## src/rtl/core/hrb_pkg.sv

```systemverilog
// ----------------------------------------------------------------------------
// hrb_pkg: shared types and constants of the HID keyboard report builder
// Keymap entry layout, slot report bundle, command and register codes.
// ----------------------------------------------------------------------------
package hrb_pkg;

  // Keymap storage and report sizing
  localparam int KEYMAP_DEPTH = 128;
  localparam int MAX_SLOTS    = 6;
  localparam int KEYMAP_AW    = (KEYMAP_DEPTH > 1) ? $clog2(KEYMAP_DEPTH) : 1;
  localparam int SCAN_CNT_W   = $clog2(KEYMAP_DEPTH + 1);
  localparam int TOTAL_W      = $clog2(MAX_SLOTS + 1);
  localparam int REPORT_SLOTS = 6;

  // Input commands
  localparam logic [1:0] CMD_LOAD = 2'd0;
  localparam logic [1:0] CMD_HIT  = 2'd1;
  localparam logic [1:0] CMD_EOS  = 2'd2;

  // Configuration register indexes
  localparam logic REG_SEARCH_LEN = 1'b0;
  localparam logic REG_ERROR_CODE = 1'b1;

  // Reset value of the rollover error code
  localparam logic [7:0] ERROR_CODE_RST = 8'd1;

  // One keymap entry
  typedef struct packed {
    logic [4:0] col;
    logic [4:0] row;
    logic [7:0] ident;
    logic [7:0] usage;
    logic [7:0] mods;
  } entry_t;

  // Accumulated scan state handed to the report stage
  typedef struct packed {
    logic [TOTAL_W-1:0]              total;
    logic [7:0]                      mods;
    logic                            roll;
    logic [MAX_SLOTS-1:0][7:0]       codes;
  } scan_state_t;

endpackage

```

## src/rtl/core/hrb_if.sv

```systemverilog
// ----------------------------------------------------------------------------
// hrb_if: valid/ready channels of the HID keyboard report builder
// Input item channel and report result channel.
// ----------------------------------------------------------------------------
interface hrb_in_if;
  logic       valid;
  logic       ready;
  logic [1:0] command;
  logic [6:0] entry_index;
  logic [4:0] key_col;
  logic [4:0] key_row;
  logic [7:0] key_ident;
  logic [7:0] hid_usage;
  logic [7:0] modifier_mask;
  logic [7:0] host_leds;

  modport source (
    output valid, command, entry_index, key_col, key_row, key_ident,
           hid_usage, modifier_mask, host_leds,
    input  ready
  );
  modport sink (
    input  valid, command, entry_index, key_col, key_row, key_ident,
           hid_usage, modifier_mask, host_leds,
    output ready
  );
endinterface

interface hrb_out_if;
  logic       valid;
  logic       ready;
  logic       send_report;
  logic [7:0] modifiers;
  logic [2:0] key_count;
  logic [7:0] slot0;
  logic [7:0] slot1;
  logic [7:0] slot2;
  logic [7:0] slot3;
  logic [7:0] slot4;
  logic [7:0] slot5;
  logic       rollover;
  logic [2:0] led_state;

  modport source (
    output valid, send_report, modifiers, key_count, slot0, slot1, slot2,
           slot3, slot4, slot5, rollover, led_state,
    input  ready
  );
  modport sink (
    input  valid, send_report, modifiers, key_count, slot0, slot1, slot2,
           slot3, slot4, slot5, rollover, led_state,
    output ready
  );
endinterface

```

## src/rtl/core/hrb_keymap.sv

```systemverilog
// ----------------------------------------------------------------------------
// hrb_keymap: keymap table memory
// One write port for entry loads, one read port with registered data.
// ----------------------------------------------------------------------------
module hrb_keymap
  import hrb_pkg::*;
(
  input  logic                 clk,
  input  logic                 wr_en,
  input  logic [KEYMAP_AW-1:0] wr_addr,
  input  entry_t               wr_data,
  input  logic                 rd_en,
  input  logic [KEYMAP_AW-1:0] rd_addr,
  output entry_t               rd_data
);

  entry_t mem [KEYMAP_DEPTH];

  // Write port
  always_ff @(posedge clk) begin
    if (wr_en) begin
      mem[wr_addr] <= wr_data;
    end
  end

  // Registered read port
  always_ff @(posedge clk) begin
    if (rd_en) begin
      rd_data <= mem[rd_addr];
    end
  end

endmodule

```

## src/rtl/core/hrb_slots.sv

```systemverilog
// ----------------------------------------------------------------------------
// hrb_slots: shared match unit and active key list
// Compares one keymap entry per cycle against the pending hit and updates
// the modifier set, the listed keys and the rollover flag.
// ----------------------------------------------------------------------------
module hrb_slots
  import hrb_pkg::*;
(
  input  logic        clk,
  input  logic        rst,
  input  logic        chk_valid,
  input  logic [4:0]  hit_col,
  input  logic [4:0]  hit_row,
  input  entry_t      entry,
  input  logic        clear,
  output scan_state_t scan
);

  logic [MAX_SLOTS-1:0][7:0] idents;
  logic [MAX_SLOTS-1:0][7:0] codes;
  logic [TOTAL_W-1:0]        total;
  logic [7:0]                mods;
  logic                      roll;

  logic match;
  logic full;
  logic listed;

  // Position compare and duplicate search over the listed keys
  always_comb begin
    match  = chk_valid && (entry.col == hit_col) && (entry.row == hit_row);
    full   = (32'(total) >= MAX_SLOTS);
    listed = 1'b0;
    for (int k = 0; k < MAX_SLOTS; k++) begin
      if ((32'(k) < 32'(total)) && (idents[k] == entry.ident)) begin
        listed = 1'b1;
      end
    end
  end

  // Control state: count, modifiers, rollover
  always_ff @(posedge clk) begin
    if (rst) begin
      total <= '0;
      mods  <= '0;
      roll  <= 1'b0;
    end else if (clear) begin
      total <= '0;
      mods  <= '0;
      roll  <= 1'b0;
    end else if (match) begin
      mods <= mods | entry.mods;
      if (full) begin
        roll <= 1'b1;
      end else if (!listed) begin
        total <= total + TOTAL_W'(1);
      end
    end
  end

  // Slot payload: append at the current count
  always_ff @(posedge clk) begin
    for (int k = 0; k < MAX_SLOTS; k++) begin
      if (match && !full && !listed && (32'(k) == 32'(total))) begin
        idents[k] <= entry.ident;
        codes[k]  <= entry.usage;
      end
    end
  end

  assign scan.total = total;
  assign scan.mods  = mods;
  assign scan.roll  = roll;
  assign scan.codes = codes;

endmodule

```

## src/rtl/core/keyboard_hid_report_builder.sv

```systemverilog
// ----------------------------------------------------------------------------
// keyboard_hid_report_builder: six-key HID keyboard report builder
// Loads a keymap, resolves matrix hits through it and emits one report
// result per end of scan.
// ----------------------------------------------------------------------------
// Load: the entry is written at the transfer; ready stays asserted.
// Key hit: searches the first min(search_len, KEYMAP_DEPTH) entries; the shared match unit
//   checks one keymap entry per cycle through the single memory read port.
// End of scan: the sequencer enters the report state, then the output register is loaded
//   from the scan state once it is free; ready returns when the result is loaded.
// Reset clears the scan state, the sequencer and the output valid, sets search_len to 0 and
//   error_code to 1; keymap is undefined until loaded, with no clearing pass.
module keyboard_hid_report_builder
  import hrb_pkg::*;
(
  input  logic       clk,
  input  logic       rst,
  hrb_in_if.sink     in_ch,
  hrb_out_if.source  out_ch,
  input  logic       cfg_we,
  input  logic       cfg_index,
  input  logic [7:0] cfg_data
);

  // Sequencer states
  localparam logic [1:0] S_IDLE   = 2'd0;
  localparam logic [1:0] S_SCAN   = 2'd1;
  localparam logic [1:0] S_REPORT = 2'd2;

  logic [1:0] state;
  logic [1:0] state_next;

  logic [7:0] search_len;
  logic [7:0] error_code;

  logic                  in_xfer;
  logic [SCAN_CNT_W-1:0] limit;
  logic [SCAN_CNT_W-1:0] limit_next;
  logic [SCAN_CNT_W-1:0] scan_cnt;
  logic                  issue;
  logic                  chk_valid;
  logic [4:0]            hit_col;
  logic [4:0]            hit_row;
  logic [2:0]            leds;
  logic                  clear_pending;

  entry_t      wr_entry;
  entry_t      rd_entry;
  scan_state_t scan;
  logic        report_load;

  logic                         out_valid;
  logic                         out_send;
  logic [7:0]                   out_mods;
  logic [2:0]                   out_count;
  logic [REPORT_SLOTS-1:0][7:0] out_slots;
  logic                         out_roll;
  logic [2:0]                   out_leds;

  // Configuration registers
  always_ff @(posedge clk) begin
    if (rst) begin
      search_len <= '0;
      error_code <= ERROR_CODE_RST;
    end else if (cfg_we) begin
      case (cfg_index)
        REG_SEARCH_LEN: search_len <= cfg_data;
        REG_ERROR_CODE: error_code <= cfg_data;
        default:        search_len <= search_len;
      endcase
    end
  end

  assign in_ch.ready = (state == S_IDLE);
  assign in_xfer     = in_ch.valid && in_ch.ready;

  // Number of entries searched, saturated to the table depth
  assign limit_next = (32'(search_len) > KEYMAP_DEPTH) ?
                      SCAN_CNT_W'(KEYMAP_DEPTH) : SCAN_CNT_W'(search_len);

  assign issue       = (state == S_SCAN) && (scan_cnt != limit);
  assign report_load = (state == S_REPORT) && (!out_valid || out_ch.ready);

  // Sequencer
  always_comb begin
    state_next = state;
    case (state)
      S_IDLE: begin
        if (in_xfer) begin
          case (in_ch.command)
            CMD_HIT: state_next = (limit_next != '0) ? S_SCAN : S_IDLE;
            CMD_EOS: state_next = S_REPORT;
            default: state_next = S_IDLE;
          endcase
        end
      end
      S_SCAN: begin
        if (scan_cnt == limit) begin
          state_next = S_IDLE;
        end
      end
      S_REPORT: begin
        if (report_load) begin
          state_next = S_IDLE;
        end
      end
      default: state_next = S_IDLE;
    endcase
  end

  always_ff @(posedge clk) begin
    if (rst) begin
      state     <= S_IDLE;
      chk_valid <= 1'b0;
    end else begin
      state     <= state_next;
      chk_valid <= issue;
    end
  end

  // Hit position, search bound, entry counter, LED byte
  always_ff @(posedge clk) begin
    if (in_xfer) begin
      hit_col  <= in_ch.key_col;
      hit_row  <= in_ch.key_row;
      limit    <= limit_next;
      leds     <= in_ch.host_leds[2:0];
      scan_cnt <= '0;
    end else if (issue) begin
      scan_cnt <= scan_cnt + SCAN_CNT_W'(1);
    end
  end

  // Keymap memory
  assign wr_entry.col   = in_ch.key_col;
  assign wr_entry.row   = in_ch.key_row;
  assign wr_entry.ident = in_ch.key_ident;
  assign wr_entry.usage = in_ch.hid_usage;
  assign wr_entry.mods  = in_ch.modifier_mask;

  hrb_keymap u_keymap (
    .clk     (clk),
    .wr_en   (in_xfer && (in_ch.command == CMD_LOAD) &&
              (32'(in_ch.entry_index) < KEYMAP_DEPTH)),
    .wr_addr (KEYMAP_AW'(in_ch.entry_index)),
    .wr_data (wr_entry),
    .rd_en   (issue),
    .rd_addr (scan_cnt[KEYMAP_AW-1:0]),
    .rd_data (rd_entry)
  );

  // Match unit and active list
  hrb_slots u_slots (
    .clk       (clk),
    .rst       (rst),
    .chk_valid (chk_valid),
    .hit_col   (hit_col),
    .hit_row   (hit_row),
    .entry     (rd_entry),
    .clear     (report_load),
    .scan      (scan)
  );

  // Empty-report tracking after release
  always_ff @(posedge clk) begin
    if (rst) begin
      clear_pending <= 1'b0;
    end else if (report_load) begin
      clear_pending <= (scan.total != '0);
    end
  end

  // Output register
  always_ff @(posedge clk) begin
    if (rst) begin
      out_valid <= 1'b0;
    end else if (report_load) begin
      out_valid <= 1'b1;
    end else if (out_ch.ready) begin
      out_valid <= 1'b0;
    end
  end

  always_ff @(posedge clk) begin
    if (report_load) begin
      out_leds  <= leds;
      out_send  <= (scan.total != '0) || clear_pending;
      out_mods  <= (scan.total != '0) ? scan.mods : 8'd0;
      out_count <= 3'(scan.total);
      out_roll  <= (scan.total != '0) && scan.roll;
      // slots past the listed keys report zero
      for (int j = 0; j < REPORT_SLOTS; j++) begin
        if (j >= MAX_SLOTS) begin
          out_slots[j] <= 8'd0;
        end
      end
      for (int j = 0; j < MAX_SLOTS; j++) begin
        out_slots[j] <= (32'(j) < 32'(scan.total)) ?
                        (scan.roll ? error_code : scan.codes[j]) : 8'd0;
      end
    end
  end

  assign out_ch.valid       = out_valid;
  assign out_ch.send_report = out_send;
  assign out_ch.modifiers   = out_mods;
  assign out_ch.key_count   = out_count;
  assign out_ch.slot0       = out_slots[0];
  assign out_ch.slot1       = out_slots[1];
  assign out_ch.slot2       = out_slots[2];
  assign out_ch.slot3       = out_slots[3];
  assign out_ch.slot4       = out_slots[4];
  assign out_ch.slot5       = out_slots[5];
  assign out_ch.rollover    = out_roll;
  assign out_ch.led_state   = out_leds;

endmodule
```

## src/flat_wrapper.sv

```systemverilog
// flat-port wrapper written by rule: the top's interface ports become plain ports
module keyboard_hid_report_builder_flat import hrb_pkg::*;
  (clk, rst, cfg_we, cfg_index, cfg_data, in_ch_valid, in_ch_command, in_ch_entry_index, in_ch_key_col, in_ch_key_row, in_ch_key_ident, in_ch_hid_usage, in_ch_modifier_mask, in_ch_host_leds, in_ch_ready, out_ch_valid, out_ch_send_report, out_ch_modifiers, out_ch_key_count, out_ch_slot0, out_ch_slot1, out_ch_slot2, out_ch_slot3, out_ch_slot4, out_ch_slot5, out_ch_rollover, out_ch_led_state, out_ch_ready);
  hrb_in_if in_ch_i ();
  hrb_out_if out_ch_i ();
  input  logic clk;
  input  logic rst;
  input  logic cfg_we;
  input  logic cfg_index;
  input  logic [7:0] cfg_data;
  input wire logic [$bits(in_ch_i.valid)-1:0] in_ch_valid;
  input wire logic [$bits(in_ch_i.command)-1:0] in_ch_command;
  input wire logic [$bits(in_ch_i.entry_index)-1:0] in_ch_entry_index;
  input wire logic [$bits(in_ch_i.key_col)-1:0] in_ch_key_col;
  input wire logic [$bits(in_ch_i.key_row)-1:0] in_ch_key_row;
  input wire logic [$bits(in_ch_i.key_ident)-1:0] in_ch_key_ident;
  input wire logic [$bits(in_ch_i.hid_usage)-1:0] in_ch_hid_usage;
  input wire logic [$bits(in_ch_i.modifier_mask)-1:0] in_ch_modifier_mask;
  input wire logic [$bits(in_ch_i.host_leds)-1:0] in_ch_host_leds;
  output wire logic [$bits(in_ch_i.ready)-1:0] in_ch_ready;
  output wire logic [$bits(out_ch_i.valid)-1:0] out_ch_valid;
  output wire logic [$bits(out_ch_i.send_report)-1:0] out_ch_send_report;
  output wire logic [$bits(out_ch_i.modifiers)-1:0] out_ch_modifiers;
  output wire logic [$bits(out_ch_i.key_count)-1:0] out_ch_key_count;
  output wire logic [$bits(out_ch_i.slot0)-1:0] out_ch_slot0;
  output wire logic [$bits(out_ch_i.slot1)-1:0] out_ch_slot1;
  output wire logic [$bits(out_ch_i.slot2)-1:0] out_ch_slot2;
  output wire logic [$bits(out_ch_i.slot3)-1:0] out_ch_slot3;
  output wire logic [$bits(out_ch_i.slot4)-1:0] out_ch_slot4;
  output wire logic [$bits(out_ch_i.slot5)-1:0] out_ch_slot5;
  output wire logic [$bits(out_ch_i.rollover)-1:0] out_ch_rollover;
  output wire logic [$bits(out_ch_i.led_state)-1:0] out_ch_led_state;
  input wire logic [$bits(out_ch_i.ready)-1:0] out_ch_ready;
  assign in_ch_i.valid = in_ch_valid;
  assign in_ch_i.command = in_ch_command;
  assign in_ch_i.entry_index = in_ch_entry_index;
  assign in_ch_i.key_col = in_ch_key_col;
  assign in_ch_i.key_row = in_ch_key_row;
  assign in_ch_i.key_ident = in_ch_key_ident;
  assign in_ch_i.hid_usage = in_ch_hid_usage;
  assign in_ch_i.modifier_mask = in_ch_modifier_mask;
  assign in_ch_i.host_leds = in_ch_host_leds;
  assign in_ch_ready = in_ch_i.ready;
  assign out_ch_valid = out_ch_i.valid;
  assign out_ch_send_report = out_ch_i.send_report;
  assign out_ch_modifiers = out_ch_i.modifiers;
  assign out_ch_key_count = out_ch_i.key_count;
  assign out_ch_slot0 = out_ch_i.slot0;
  assign out_ch_slot1 = out_ch_i.slot1;
  assign out_ch_slot2 = out_ch_i.slot2;
  assign out_ch_slot3 = out_ch_i.slot3;
  assign out_ch_slot4 = out_ch_i.slot4;
  assign out_ch_slot5 = out_ch_i.slot5;
  assign out_ch_rollover = out_ch_i.rollover;
  assign out_ch_led_state = out_ch_i.led_state;
  assign out_ch_i.ready = out_ch_ready;
  keyboard_hid_report_builder u_core (.clk(clk), .rst(rst), .in_ch(in_ch_i), .out_ch(out_ch_i), .cfg_we(cfg_we), .cfg_index(cfg_index), .cfg_data(cfg_data));
endmodule
```

## config.mk

```make
export PLATFORM = sky130hd
export DESIGN_NAME = keyboard_hid_report_builder_flat
export DESIGN_NICKNAME = d
export VERILOG_FILES = /design/src/rtl/core/hrb_pkg.sv /design/src/rtl/core/hrb_if.sv /design/src/rtl/core/hrb_keymap.sv /design/src/rtl/core/hrb_slots.sv /design/src/rtl/core/keyboard_hid_report_builder.sv /design/src/flat_wrapper.sv
export SDC_FILE = /design/constraint.sdc
export NUM_CORES = 2
export LEC_CHECK = 0
export BUFFER_PORTS_ARGS = -buffer_cell sky130_fd_sc_hd__buf_2
export CAP_MARGIN = 10
export CORE_ASPECT_RATIO = 2
export CORE_MARGIN = 2
export CORE_UTILIZATION = 40
export CTS_BUF_LIST = sky130_fd_sc_hd__clkbuf_2 sky130_fd_sc_hd__clkbuf_4 sky130_fd_sc_hd__clkbuf_8
export DETAILED_ROUTE_END_ITERATION = 7
export GPL_TIMING_DRIVEN = 0
export PLACE_DENSITY_LB_ADDON = 0.15
export SYNTH_ARGS = -nofsm -noshare
export SYNTH_HDL_FRONTEND = slang
export SYNTH_MEMORY_MAX_BITS = 65536
export SYNTH_SLANG_ARGS = --single-unit
```

## constraint.sdc

```tcl
create_clock -name clk -period 5.4 [get_ports clk]
set_input_delay 0.81 -clock clk [delete_from_list [all_inputs] [get_ports clk]]
set_output_delay 0.81 -clock clk [all_outputs]
set_load 0.02 [all_outputs]
```

## Word level (Yosys, flattened, before mapping)

Memory sizes are Yosys's and may differ from the RTL's. A register that Yosys moved wholly into a read port is not among the register bits.
Cells that the tools add are included.

| storage, ports and cells | value |
|---|---|
| flip-flop bits (word level) | 222 |
| memory bits (writable) | 4,352 |
| word-level logic and storage cells | 135 |
| memories kept | 1 |
| output and inout port bits | 66 |

| cells by class | value |
|---|---|
| $lt $le $gt $ge | 8 |
| muxes and demuxes | 23 |
| reduce and logical (&&, ||, !) cells | 38 |
| add/sub/neg operators | 2 |
| bitwise gates (word level) | 4 |
| eq/ne operators | 22 |

Memory list:

| name | depth | width | read ports | clocked after memory_dff | write ports | line | source |
|---|---|---|---|---|---|---|---|
| u_core.u_keymap.mem | 128 | 34 | 1 | 1 | 1 | hrb_keymap.sv:17 | `entry_t mem [KEYMAP_DEPTH];` |

Operator list:

| operator | count |
|---|---|
| == test 8 bit | 7 |
| 2-to-1 mux 8 bit | 7 |
| logical AND 1 bit | 21 |
| 2-to-1 mux 1 bit | 11 |
| == test 5 bit | 2 |
| adder 8 x 1 -> 8 bit (second input constant) | 1 |
| > comparator 8 bit (second input constant) | 1 |
| inequality test 8 bit | 1 |
| bitwise OR 8 bit | 1 |
| nonzero test 8 bit | 1 |
| == test 2 x 3 -> 1 bit (first input constant) | 2 |
| == test 3 bit (first input constant) | 2 |
| less-than comparator 1 x 3 -> 1 bit (first input constant) | 2 |
| less-than comparator 2 x 3 -> 1 bit (first input constant) | 2 |
| less-than comparator 3 bit (first input constant) | 2 |
| 2-to-1 mux 2 bit | 3 |
| one-hot mux 2 bit (3 select lines) | 1 |
| AND reduction 2 bit | 3 |
| AND reduction 3 bit | 2 |
| == test 2 x 1 -> 1 bit (second input constant) | 2 |
| == test 2 bit (second input constant) | 2 |
| logical NOT 2 bit | 2 |
| inequality test 2 bit (second input constant) | 2 |
| one-hot mux 2 bit (2 select lines) | 1 |
| 11 further kinds | 16 |

## Depth between registers and ports, before layout

| logic depth | value |
|---|---|
| depth in word-level cells | 11 |
| mapped depth | 12 |
| depth with buffers taken out | 6 |

## Modules after synthesis

A second synthesis with hierarchy kept.

| second synthesis, totals | value |
|---|---|
| cell total of the unflattened synthesis | 6,947 |
| area total of the unflattened synthesis | 174,815.2 µm² |

Modules (own cells, without submodules):

| module | cells each | instances | area an instance (µm²) | sequential area each (µm²) |
|---|---|---|---|---|
| hrb_keymap | 6,353 | 1 | 166,305.8 | 131,706.3 |
| keyboard_hid_report_builder | 363 | 1 | 4,619.4 | 3,133.0 |
| hrb_slots | 231 | 1 | 3,890.0 | 2,882.8 |

## Worst setup path before layout

Ideal clock, no wire load.

| timing | value |
|---|---|
| path kind | input to register |
| start point | input out_ch_ready |
| end point | register u_core.u_slots.mods[0] |
| slack | 0.865 ns |
| path buffers | 1 |
| cell stages on the path | 5 |
| arrival time | 4.407 ns |
| required time | 5.272 ns |
| path through | nor2b_1 -> nor2_1 -> or2_2 -> clkbuf_1 -> nor2_1 |

| between the ends | value |
|---|---|
| word-level cells in the longest chain between the ends | 3 |

Ends and longest elaborated chain:

| what | line | source |
|---|---|---|
| start, declared | flat_wrapper.sv:33 | `input wire logic [$bits(out_ch_i.ready)-1:0] out_ch_ready;` |
| logical OR 1 bit | keyboard_hid_report_builder.sv:82 | `assign report_load = (state == S_REPORT) && (!out_valid \|\| out_ch.ready);` |
| logical AND 1 bit | keyboard_hid_report_builder.sv:82 |  |
| via u_core.report_load | keyboard_hid_report_builder.sv:50 | `logic report_load;` |
| OR reduction 2 bit (no source line) | - |  |
| end signal, assigned | hrb_slots.sv:52 | `mods <= mods \| entry.mods;` |
| end, declared | hrb_slots.sv:22 | `logic [7:0] mods;` |

The timed path passes the listed nets, and every way through them passes these cells.
A chain may end at the register's enable or synchronous reset.

## Final worst setup path

| timing | value |
|---|---|
| start point | register u_core.scan_cnt[2] |
| end point | register, netlist name u_core.u_keymap.rd_data[19] |

| between the ends | value |
|---|---|
| word-level cells in the longest chain between the ends | 2 |

Ends and longest elaborated chain:

| what | line | source |
|---|---|---|
| start, declared | keyboard_hid_report_builder.sv:39 | `logic [SCAN_CNT_W-1:0] scan_cnt;` |
| start signal, assigned | keyboard_hid_report_builder.sv:130 | `scan_cnt <= scan_cnt + SCAN_CNT_W'(1);` |
| inequality test 8 bit | keyboard_hid_report_builder.sv:81 | `assign issue = (state == S_SCAN) && (scan_cnt != limit);` |
| logical AND 1 bit | keyboard_hid_report_builder.sv:81 |  |

Several ways; a longest one is shown, not always the timed one.

==> qor.csv <==
metric,value,unit
status,finished with violations,
violations,"capacitance limit, slew limit, setup timing",
grt_pass1_wl,1177000,um
dr.max_layer_used,met5,
synth_top_family_by_area,multiplexers,
fin_worst_skew,0.1290,ns
dieArea,446000,sq um
overflow,0,
drv_slew,36,
finalWorstSetupSlack,-0.5870,ns
cpLargestDelayFamily,buffers and inverters,
ioPinCount,131,
synth_cell_types,72,
whs,0.07829,ns
post_drt_wl_per_cell,60.32,um
min-delay-start,in_ch_hid_usage[5],
syn-cell-area,176100,sq um
layout-drive-gt1-share,30.13,%
gp_congestion,1.047,
power,70.16,mW
rr_startpoint,u_core.scan_cnt[2],
cp_num_buf_inv,5,
yosys.cell_count.top_type,edfxtp_1,
fmax,167.0,MHz
synth-simple-area-share,1.937,%
syn2layout_area_growth,17.67,%
nFillCells,36446,
start_util,40.16,%
ys.warnings.count,0,
die_h,942.5,um
seq_area_frac_synth,78.19,%
dpl.cell_count,14485,
syn_inst,8220,
finalSetupTns,-9.101,ns
clk_latency,1.29,ns
min_to,u_core.u_keymap.mem[97][13],
syn-num-nets,8289,
wirelength,954700,um
worst_slew_pin_slew,1.619,ns
drc,0,
cp-end-kind,flip-flop,
min_period_over_period,110.9,%
path_max_fanout,11,
track_usage,42.66,%
crit_arrival,6.94,ns
setup_viol,30,
cts.clk_slew.worst_paths,0.07,ns
place_ws,-1.030,ns
required,6.36,ns
yosys-top-cells-count,"edfxtp_1, mux4_2, mux2i_1, nand2_1, nor2_1",
synth_flop_cell,edfxtp_1,
portBuffers,123,
cp-start-kind,flip-flop,
die_x,473.2,um
dpl-instance-area,193700,sq um
hold_path_class,input port to flip-flop,
critPathMaxStageDelay,1.00,ns
grt_max_degree,98,
clock_path_buffers,4,
post-route-util,47.25,%
max-vdd-ir-drop,0.2417,mV
antenna_found_initial,148,
leakage,63.64,nW
drt-met1-wl,273000,um
synth_compound_area_share,3.408,%
ant_nets,0,
cts_tree,done,
met2_length,441000,um
synth_mux_area_share,14.45,%
cap_viol_max_count,11,
avgSynthCellArea,21.43,sq um
hpwl,662000,um
ys_seq_elements,4600,
synth_top_area_cell,edfxtp_1,
htree_levels,6,
dr.pass1.iters,8,
row_count,344,
final_nets,9548,
r2r_cells,10,
vias,108693,
ys_top_cells_by_area,"edfxtp_1, mux4_2, mux2i_1",
cellPowerDensity,338.5,nW/um^2
period_minus_slack,5.987,ns
wl_met3,103800,um
crit_chain,buf_4 > buf_2 > buf_4 > buf_2 > mux4_2 > o21ai_2 > a21oi_1 > a211oi_1 > nor2_1 > buf_8,
synth_top_area_share,77.72,%
synth_fa_ha_area_share,0.02841,%
synth-xor-area-share,0.3232,%
r2r_end,u_core.u_keymap.rd_data[19],
grt_pass1_vias,100804,
synthArstFlopShare,0,%
synth_edf_count,4559,
drt_iter0_markers,20245,
instances_no_fill,15826,
min_path_cells,1,
cts_sinks,4600,
relSlewSlack,-11.05,%
cp_slowest_cell,o21ai_2,
final_cell_area,207300,sq um
cts_buffers,647,
crit_type,flip-flop to flip-flop,
hold_viol_final,0,
coreArea,438600,sq um
root_buffer,clkbuf_8,
viasPerCell,6.868,
rrSetupSlack,-0.59,ns
==> layer usage <==
layer	track usage (%)	up-vias
met1	42.00	57653
met3	14.52	3495
met4	48.32	30
li1	-	37187
met2	66.20	10328
met5	0.1718	-
==> cells in the final DEF (no fill, tap or decap), types with 46 or more instances in the layout <==
cell	instances
nor2_1	77
o221ai_1	54
buf_4	158
mux2i_1	604
diode_2	161
buf_6	151
a22oi_1	133
a21oi_1	160
o22ai_1	74
clkinv_2	66
buf_12	236
nand2_1	262
mux4_2	851
a211oi_1	46
nand3_1	70
buf_16	89
o21ai_0	72
nand2b_1	55
clkbuf_1	100
buf_2	206
edfxtp_1	4559
clkinv_1	152
nor2_4	131
clkbuf_8	671
a221oi_1	62
clkbuf_4	196
==> sequential cells by signal (all words and copies together) (netlist names), 34 cells and up <==
register	count
u_core.u_keymap.rd_data	34
u_core.u_keymap.mem	4352
u_core.u_slots.scan	48
u_core.u_slots.idents	40
==> worst max-delay path by stage <==
stage	startpoint	end	slack, ns	cells past startpoint
floorplan	out_ch_ready	u_core.u_slots.mods[0]	0.87	5
global placement	in_ch_valid	u_core.u_keymap.mem[81][31]	-4.21	6
detailed placement	u_core.scan_cnt[2]	u_core.u_keymap.rd_data[10]	-1.03	9
CTS	u_core.scan_cnt[5]	u_core.u_keymap.rd_data[23]	-0.02	8
global route	u_core.scan_cnt[2]	u_core.u_keymap.rd_data[19]	-0.47	10
finish	u_core.scan_cnt[2]	u_core.u_keymap.rd_data[19]	-0.59	10
==> timing repair <==
| item | in CTS | in global routing |
|---|---|---|
| gates resized for setup | 42 | 23 |
| hold endpoints to repair | 226 | 111 |
| pin swaps | 0 | 1 |
| setup buffers | 2 | 0 |
| endpoints found under the setup margin | 28 | 14 |
| hold buffers | 30 | 10 |
==> cells by family (layout without fill, tap and decap cells) <==
| kind of cell | count (synthesis) | count (layout) |
|---|---|---|
| xor+xnor | 65 | 65 |
| fa+ha+maj | 4 | 4 |
| compound gates | 858 | 858 |
| other cells | 0 | 161 |
| mux | 1478 | 1478 |
| simple gates | 742 | 742 |
| buf+inv | 473 | 2209 |
| flops | 4600 | 4600 |
==> power breakdown <==
group / internal [mW] / leakage [nW] / switching (mW)
Sequential: 39.3 / 41.3 / 0.0249
Combinational: 0.773 / 15.8 / 2.40
Clock: 13.5 / 6.50 / 14.2
==> final cells by class <==
type                            instances  area, sq um  area share, %
Antenna cell                          161        402.9         0.1944
Multi-Input combinational cell       3147        36910          17.81
Sequential cell                      4600       137700          66.45
Clock inverter                        268         1659         0.8005
Buffer                                465         3028          1.461
Clock buffer                          858        10640          5.133
Timing Repair Buffer                  610         9713          4.687
Tap cell                             5709         7143          3.447
Inverter                                8        31.28        0.01509
(Power assumes the default switching activity.)
